===== src/design/minv_pkg.sv =====
// ============================================================================
// minv_pkg
// Shared widths, defaults and controller/datapath interface types for the
// modular inverse unit.
// ============================================================================
package minv_pkg;

    // Fixed field widths of the stream items.
    localparam int VALUE_W       = 32;
    localparam int INV_W         = 33;
    localparam int M_TDATA_W     = 40;
    localparam int MOD_WIDTH_DEF = 33;

    // Commands from the controller to the datapath.
    typedef struct packed {
        logic load;       // Capture a new item and set up the first round.
        logic div_start;  // Clear the divider and product accumulator.
        logic div_step;   // One restoring division step with product update.
        logic update;     // Close a Euclid round.
        logic finish;     // Reduce the coefficient and capture the result.
    } t_minv_cmd;

    // Status from the datapath to the controller.
    typedef struct packed {
        logic rem_zero;   // The new remainder is zero, so the loop is over.
    } t_minv_sts;

endpackage


===== src/design/minv_ctrl.sv =====
// ============================================================================
// minv_ctrl
// Controller for the modular inverse unit: sequences Euclid rounds, counts
// division steps and owns the handshake of both stream sides.
// ============================================================================
module minv_ctrl #(
    parameter int MOD_WIDTH = minv_pkg::MOD_WIDTH_DEF
) (
    input  logic                i_clk,
    input  logic                i_rst_n,
    input  logic                i_in_valid,
    output logic                o_in_ready,
    output logic                o_out_valid,
    input  logic                i_out_ready,
    input  minv_pkg::t_minv_sts i_sts,
    output minv_pkg::t_minv_cmd o_cmd
);
    import minv_pkg::*;

    localparam int RW    = (MOD_WIDTH > VALUE_W) ? MOD_WIDTH : VALUE_W;
    localparam int CNT_W = $clog2(RW + 1);

    typedef enum logic [3:0] {
        S_IDLE   = 4'b0001,
        S_CHECK  = 4'b0010,
        S_DIV    = 4'b0100,
        S_UPDATE = 4'b1000
    } t_state;

    t_state             r_state, n_state;
    logic [CNT_W-1:0]   r_cnt, n_cnt;
    logic               r_out_valid, n_out_valid;
    logic               w_out_free;
    logic               w_last_step;

    assign w_out_free  = !r_out_valid || i_out_ready;
    assign w_last_step = (r_cnt == CNT_W'(RW - 1));
    assign o_in_ready  = (r_state == S_IDLE);
    assign o_out_valid = r_out_valid;

    // Next state, step counter and command decode.
    always_comb begin
        n_state = r_state;
        n_cnt   = r_cnt;
        o_cmd   = '0;
        case (r_state)
            S_IDLE: begin
                if (i_in_valid) begin
                    o_cmd.load = 1'b1;
                    n_state    = S_CHECK;
                end
            end
            S_CHECK: begin
                if (!i_sts.rem_zero) begin
                    o_cmd.div_start = 1'b1;
                    n_cnt           = '0;
                    n_state         = S_DIV;
                end else if (w_out_free) begin
                    o_cmd.finish = 1'b1;
                    n_state      = S_IDLE;
                end
            end
            S_DIV: begin
                o_cmd.div_step = 1'b1;
                n_cnt          = r_cnt + CNT_W'(1);
                if (w_last_step) begin
                    n_state = S_UPDATE;
                end
            end
            S_UPDATE: begin
                o_cmd.update = 1'b1;
                n_state      = S_CHECK;
            end
            default: begin
                n_state = S_IDLE;
            end
        endcase
    end

    // The result stays valid until the downstream side takes it.
    always_comb begin
        n_out_valid = r_out_valid;
        if (r_out_valid && i_out_ready) begin
            n_out_valid = 1'b0;
        end
        if (o_cmd.finish) begin
            n_out_valid = 1'b1;
        end
    end

    // State registers.
    always_ff @(posedge i_clk) begin
        if (!i_rst_n) begin
            r_state     <= S_IDLE;
            r_cnt       <= '0;
            r_out_valid <= 1'b0;
        end else begin
            r_state     <= n_state;
            r_cnt       <= n_cnt;
            r_out_valid <= n_out_valid;
        end
    end

endmodule


===== src/design/minv_dp.sv =====
// ============================================================================
// minv_dp
// Datapath for the modular inverse unit: remainders, Bezout coefficients,
// a bit-serial restoring divider and a shift-add quotient product.
// ============================================================================
module minv_dp #(
    parameter int MOD_WIDTH = minv_pkg::MOD_WIDTH_DEF
) (
    input  logic                           i_clk,
    input  minv_pkg::t_minv_cmd            i_cmd,
    output minv_pkg::t_minv_sts            o_sts,
    input  logic [minv_pkg::VALUE_W-1:0]   i_value,
    input  logic [MOD_WIDTH-1:0]           i_modulus,
    output logic [minv_pkg::INV_W-1:0]     o_inverse,
    output logic                           o_not_invertible
);
    import minv_pkg::*;

    // Remainder width, and a signed coefficient width with headroom.
    localparam int RW       = (MOD_WIDTH > VALUE_W) ? MOD_WIDTH : VALUE_W;
    localparam int CW       = RW + 2;
    localparam int OUT_BITS = (MOD_WIDTH < INV_W) ? MOD_WIDTH : INV_W;
    localparam logic [INV_W-1:0] OUT_MASK = {INV_W{1'b1}} >> (INV_W - OUT_BITS);

    logic [RW-1:0]        r_rem_old, r_rem_new;
    logic [CW-1:0]        r_co_old, r_co_new;
    logic [MOD_WIDTH-1:0] r_n;
    logic [RW-1:0]        r_div_rem;
    logic [RW-1:0]        r_dvd;
    logic [CW-1:0]        r_prod;
    logic [INV_W-1:0]     r_inverse;
    logic                 r_not_inv;

    logic [RW:0]          w_trial;
    logic                 w_ge;
    logic [RW:0]          w_diff;
    logic [CW-1:0]        w_res;

    // One restoring division step: bring in the next dividend bit and
    // subtract the divisor when it fits.
    assign w_trial = {r_div_rem, r_dvd[RW-1]};
    assign w_ge    = (w_trial >= {1'b0, r_rem_new});
    assign w_diff  = w_trial - {1'b0, r_rem_new};

    // Negative coefficient is brought into range by adding the modulus once.
    assign w_res = r_co_old[CW-1] ? (r_co_old + CW'(r_n)) : r_co_old;

    assign o_sts.rem_zero  = (r_rem_new == '0);
    assign o_inverse        = r_inverse;
    assign o_not_invertible = r_not_inv;

    // Round registers.
    always_ff @(posedge i_clk) begin
        if (i_cmd.load) begin
            r_rem_old <= RW'(i_modulus);
            r_rem_new <= RW'(i_value);
            r_co_old  <= '0;
            r_co_new  <= CW'(1);
            r_n       <= i_modulus;
        end else if (i_cmd.update) begin
            r_rem_old <= r_rem_new;
            r_rem_new <= r_div_rem;
            r_co_old  <= r_co_new;
            r_co_new  <= r_co_old - r_prod;
        end
    end

    // Divider and quotient-times-coefficient accumulator (MSB first Horner).
    always_ff @(posedge i_clk) begin
        if (i_cmd.div_start) begin
            r_div_rem <= '0;
            r_dvd     <= r_rem_old;
            r_prod    <= '0;
        end else if (i_cmd.div_step) begin
            r_div_rem <= w_ge ? w_diff[RW-1:0] : w_trial[RW-1:0];
            r_dvd     <= {r_dvd[RW-2:0], 1'b0};
            r_prod    <= {r_prod[CW-2:0], 1'b0} + (w_ge ? r_co_new : '0);
        end
    end

    // Result register.
    always_ff @(posedge i_clk) begin
        if (i_cmd.finish) begin
            r_inverse <= w_res[INV_W-1:0] & OUT_MASK;
            r_not_inv <= (r_rem_old != RW'(1));
        end
    end

endmodule


===== src/design/modular_inverse_ext_euclid_unit.sv =====
// ============================================================================
// modular_inverse_ext_euclid_unit
// Modular multiplicative inverse by the extended Euclidean algorithm.
//
// Channel   Dir  tdata (lowest bit up)                      tuser
// s_axis    in   value[31:0], modulus[MOD_WIDTH-1:0], pad  -
// m_axis    out  inverse[32:0], pad                        not_invertible
//
// One item is in work at a time. Each Euclid round runs a check, the division
// steps of the one-bit-per-cycle restoring divider and an update, with
// RW = max(MOD_WIDTH, 32) the remainder width. Reset is synchronous and
// active low and clears only the control state. A held result does not
// block the next item from entering; a finished item waits in the controller
// until the output register is free.
// ============================================================================
module modular_inverse_ext_euclid_unit #(
    parameter int MOD_WIDTH = minv_pkg::MOD_WIDTH_DEF
) (
    input  logic                                          i_clk,
    input  logic                                          i_rst_n,
    input  logic                                          s_axis_tvalid,
    output logic                                          s_axis_tready,
    // Fields from bit 0: value (32), modulus (MOD_WIDTH), zero padding.
    input  logic [((minv_pkg::VALUE_W + MOD_WIDTH + 7) / 8) * 8 - 1:0] s_axis_tdata,
    output logic                                          m_axis_tvalid,
    input  logic                                          m_axis_tready,
    // Fields from bit 0: inverse (33), zero padding.
    output logic [minv_pkg::M_TDATA_W-1:0]                m_axis_tdata,
    // Fields from bit 0: not_invertible (1).
    output logic                                          m_axis_tuser
);
    import minv_pkg::*;

    t_minv_cmd             w_cmd;
    t_minv_sts             w_sts;
    logic [VALUE_W-1:0]    w_value;
    logic [MOD_WIDTH-1:0]  w_modulus;
    logic [INV_W-1:0]      w_inverse;
    logic                  w_not_inv;

    // Unpack the input item.
    assign w_value   = s_axis_tdata[VALUE_W-1:0];
    assign w_modulus = s_axis_tdata[VALUE_W +: MOD_WIDTH];

    // Pack the result item.
    assign m_axis_tdata = {{(M_TDATA_W - INV_W){1'b0}}, w_inverse};
    assign m_axis_tuser = w_not_inv;

    // Sequencer.
    minv_ctrl #(
        .MOD_WIDTH (MOD_WIDTH)
    ) u_ctrl (
        .i_clk       (i_clk),
        .i_rst_n     (i_rst_n),
        .i_in_valid  (s_axis_tvalid),
        .o_in_ready  (s_axis_tready),
        .o_out_valid (m_axis_tvalid),
        .i_out_ready (m_axis_tready),
        .i_sts       (w_sts),
        .o_cmd       (w_cmd)
    );

    // Arithmetic.
    minv_dp #(
        .MOD_WIDTH (MOD_WIDTH)
    ) u_dp (
        .i_clk            (i_clk),
        .i_cmd            (w_cmd),
        .o_sts            (w_sts),
        .i_value          (w_value),
        .i_modulus        (w_modulus),
        .o_inverse        (w_inverse),
        .o_not_invertible (w_not_inv)
    );

endmodule

===== config.mk =====
export PLATFORM = sky130hd
export DESIGN_NAME = modular_inverse_ext_euclid_unit
export DESIGN_NICKNAME = d
export VERILOG_FILES = /design/src/design/minv_pkg.sv /design/src/design/minv_ctrl.sv /design/src/design/minv_dp.sv /design/src/design/modular_inverse_ext_euclid_unit.sv
export SDC_FILE = /design/constraint.sdc
export NUM_CORES = 1
export LEC_CHECK = 0
export BUFFER_PORTS_ARGS = -buffer_cell sky130_fd_sc_hd__buf_2
export CORE_ASPECT_RATIO = 2
export CORE_MARGIN = 3
export CORE_UTILIZATION = 42
export DETAILED_ROUTE_END_ITERATION = 6
export SLEW_MARGIN = 10
export SYNTH_ARGS = -nofsm -noshare
export SYNTH_HDL_FRONTEND = slang
export SYNTH_HIERARCHICAL = 1
export SYNTH_SLANG_ARGS = --single-unit

===== constraint.sdc =====
create_clock -name i_clk -period 9.1 [get_ports i_clk]
set_input_delay 2.73 -clock i_clk [delete_from_list [all_inputs] [get_ports i_clk]]
set_output_delay 2.73 -clock i_clk [all_outputs]
set_load 0.01 [all_outputs]

==> impl_metrics.toml <==
[cells_and_area]
fin_nets = 2345
design_area_um2 = 21770
seq_area_um2 = 7958
drive_above_1_share_pct = 13.97
area_growth_pct = 10.00
nFillCells = 4407
diodes = 0
multi_input_area_um2 = 10960

[routing]
ant_nets = 0
vias_per_cell = 5.611
drt_iter0_drc = 843
wirelength_um = 53330
via_count = 15580
drc = 0
wl_per_cell_um = 19.21
dr.pass1.iters = 5

[global_routing]
grt_max_degree = 72
antenna_found_initial = 0
grt_first_pass_wirelength_um = 84220
grt_pass1_vias = 15720
grtUsageTotal_pct = 20.83
grt_overflow = 0

[timing]
relSlewSlack_pct = 27.67
min_period_over_period_pct = 65.53
layout_min_cycle_time_ns = 5.963
slew_viol_final = 0
fin_tns_setup_ns = 0
fmax_ghz = 0.1677
worst_slew_pin_slew_ns = 1.070
fin_skew_ns = 0.01264
finalHoldViolCount = 0
setup_viol = 0
rsz0062_at_grt = "no"

[clocking]
root_buffer = "clkbuf_16"
postCtsResizedCells = 0
cts_sinks = 315
cts_buffer_depth = 3
htree_levels = 1
insertion_delay_ns = 0.57
cts_setup_buffers = 0
cts_buffers = 30
postCtsHoldBufs = 0
path_clk_slew_ns = 0.07
cts_tree = "yes"

[floorplanning]
io_pins = 119
chipHeight_um = 313.0
start_util_pct = 42.79
die_w_um = 159.5
num_rows = 111
coreArea_um2 = 46250
die-area_um2 = 49920

[outcome]
status = "complete, no violations"

[logic_synthesis]
synth_edf_count = 165
syn_inst = 2070
ys_types = 99
yosys_register_bits = 315
ys_seq_area_share_pct = 40.21
synth_common_cells = "nor2_1 (190), edfxtp_1 (165), dfxtp_1 (150), a21oi_1 (145), nand2_1 (142)"
syn_area_per_cell_um2 = 9.560
synth_area_leaders = "edfxtp_1 (25%), dfxtp_1 (15%), ha_1 (8.5%)"
yosysWarnings = 6
netlist_area_um2 = 19790
netlist.area_leader.share_pct = 25.04
synthFlopType = "edfxtp_1"
yosys.area.top_type = "edfxtp_1"
async_flop_share_pct = 0
synth.most_common_cell = "nor2_1"

[worst_hold_path]
min_path_type = "reg -> reg"

[critical_path]
path_class = "reg -> reg"
worstSetupEndpointType = "flop"
crit_fanout = 42
worstPathRequired_ns = 9.51
worstPathArrival_ns = 6.37
start_kind = "flop"

[pwr]
pwr_density_cell_nw_per_um2 = 173.0
power.leakage_uw = 0.008735
ir_drop_mv = 0.1613

[placed_design]
place_area_um2 = 20810
place.gp.congestion = 0.9184
port_buffers = 104
hpwl_um = 41260

[run]
drv_cap = 0
[power by group]
| part | switching, µW | internal [µW] |
|---|---|---|
| sequential | 61.9 | 1600 |
| combinational | 524 | 334 |
| clock | 560 | 683 |
[worst paths after layout]
kind,start,endpoint,slack (ns),cells after the start
setup / recovery,u_dp/r_rem_new[32]$_SDFFE_PP0P_,u_dp/r_prod[32]$_SDFFE_PP0P_,3.14,19
hold / removal,u_dp/r_prod[33]$_SDFFE_PP0P_,u_dp/r_prod[33]$_SDFFE_PP0P_,0.49,2
setup reg to reg,u_dp/r_rem_new[32]$_SDFFE_PP0P_,u_dp/r_prod[32]$_SDFFE_PP0P_,3.14,19
hold reg to reg,u_dp/r_prod[33]$_SDFFE_PP0P_,u_dp/r_prod[33]$_SDFFE_PP0P_,0.49,2
[routing by layer]
metal	GRT usage [%]	up-vias	part of all wire [%]
met3	1.984	116	3.3
met2	40.36	339	54
met1	22.28	7465	38
met5	0	-	0
met4	9.998	0	5.1
li1	-	7655	-
[registers in the layout, indices dropped and copies added, names as in the netlist, 33 cells and up]
signal and cells:
u_dp/r_dvd 33, u_dp/r_prod 35, u_dp/r_n 33, u_dp/r_rem_old 33
u_dp/r_div_rem 33, u_dp/r_co_old 35, u_dp/r_co_new 35, u_dp/o_inverse 33
u_dp/r_rem_new 33
[cells in the final DEF, fill, tap and decap left out, types with 19 or more instances in the layout]
cell / synthesis / final
nor3_1: 24 / 24
nand3_1: 31 / 31
inv_1: 125 / 124
ha_1: 134 / 134
xnor2_1: 62 / 62
nand2_1: 142 / 142
buf_2: 6 / 104
dfxtp_1: 150 / 150
a31oi_1: 19 / 19
nand2b_1: 34 / 33
a211oi_1: 28 / 28
nor2b_1: 38 / 37
mux2i_1: 80 / 80
clkbuf_16: 0 / 31
mux2_2: 88 / 88
nor2_1: 190 / 189
edfxtp_1: 165 / 165
nand4_1: 24 / 24
xor2_1: 40 / 40
a21oi_1: 145 / 145
a21o_1: 64 / 64
o21ai_0: 109 / 109
[final cells by class]
type                    count  share of cell area (%)
well taps                 621                   3.569
clock buffers              38                   3.684
flip-flops and latches    315                   36.55
clock inverters            18                  0.7127
multi-input cells        1537                   50.33
inverters                 126                   2.173
repair buffers            121                   2.977
[metrics by stage]
stage / setup WS (ns) / total power [µW] / instances / utilization, % / hold slack [ns]
after floorplan: 3.372 / 2319 / 2076 / - / 0.4388
after global routing: 2.975 / 3957 / 2776 / 47.07 / 0.5134
after detailed placement: 3.206 / 2545 / 2720 / 45.00 / 0.4694
after CTS: 3.169 / 3800 / 2776 / 47.07 / 0.4853
final: 3.137 / 3767 / 2776 / 47.07 / 0.4863
after global placement: 3.233 / 2529 / 2720 / 45.00 / 0.4505
[critical path: stages (launching register included)]
cell and delay [ns]:
dfxtp_1 0.38, inv_1 0.07, ha_1 0.34, nand2b_1 0.21
nor4_1 0.84, a31oi_1 0.37, o21ai_1 0.24, a21oi_4 0.05
buf_4 0.28, nor2b_1 0.18, ha_1 0.23, o211ai_1 0.13
o211a_1 0.26, or3_4 0.42, a2111oi_0 0.91, a211oi_1 0.21
o21bai_1 0.27, a21boi_1 0.11, xor2_1 0.16, o22ai_1 0.10
[cells by family after synthesis]
kind of cell | share of synthesized area, %
AO/OA/AOI/OAI | 18.74
XOR/XNOR | 4.514
adder cells (fa/ha/maj) | 8.877
buffers and inverters | 4.653
flip-flops | 40.21
multiplexers | 9.054
other | 0.01895
AND/OR/NAND/NOR | 13.93
Note: power is estimated with default switching activity, not from simulation.
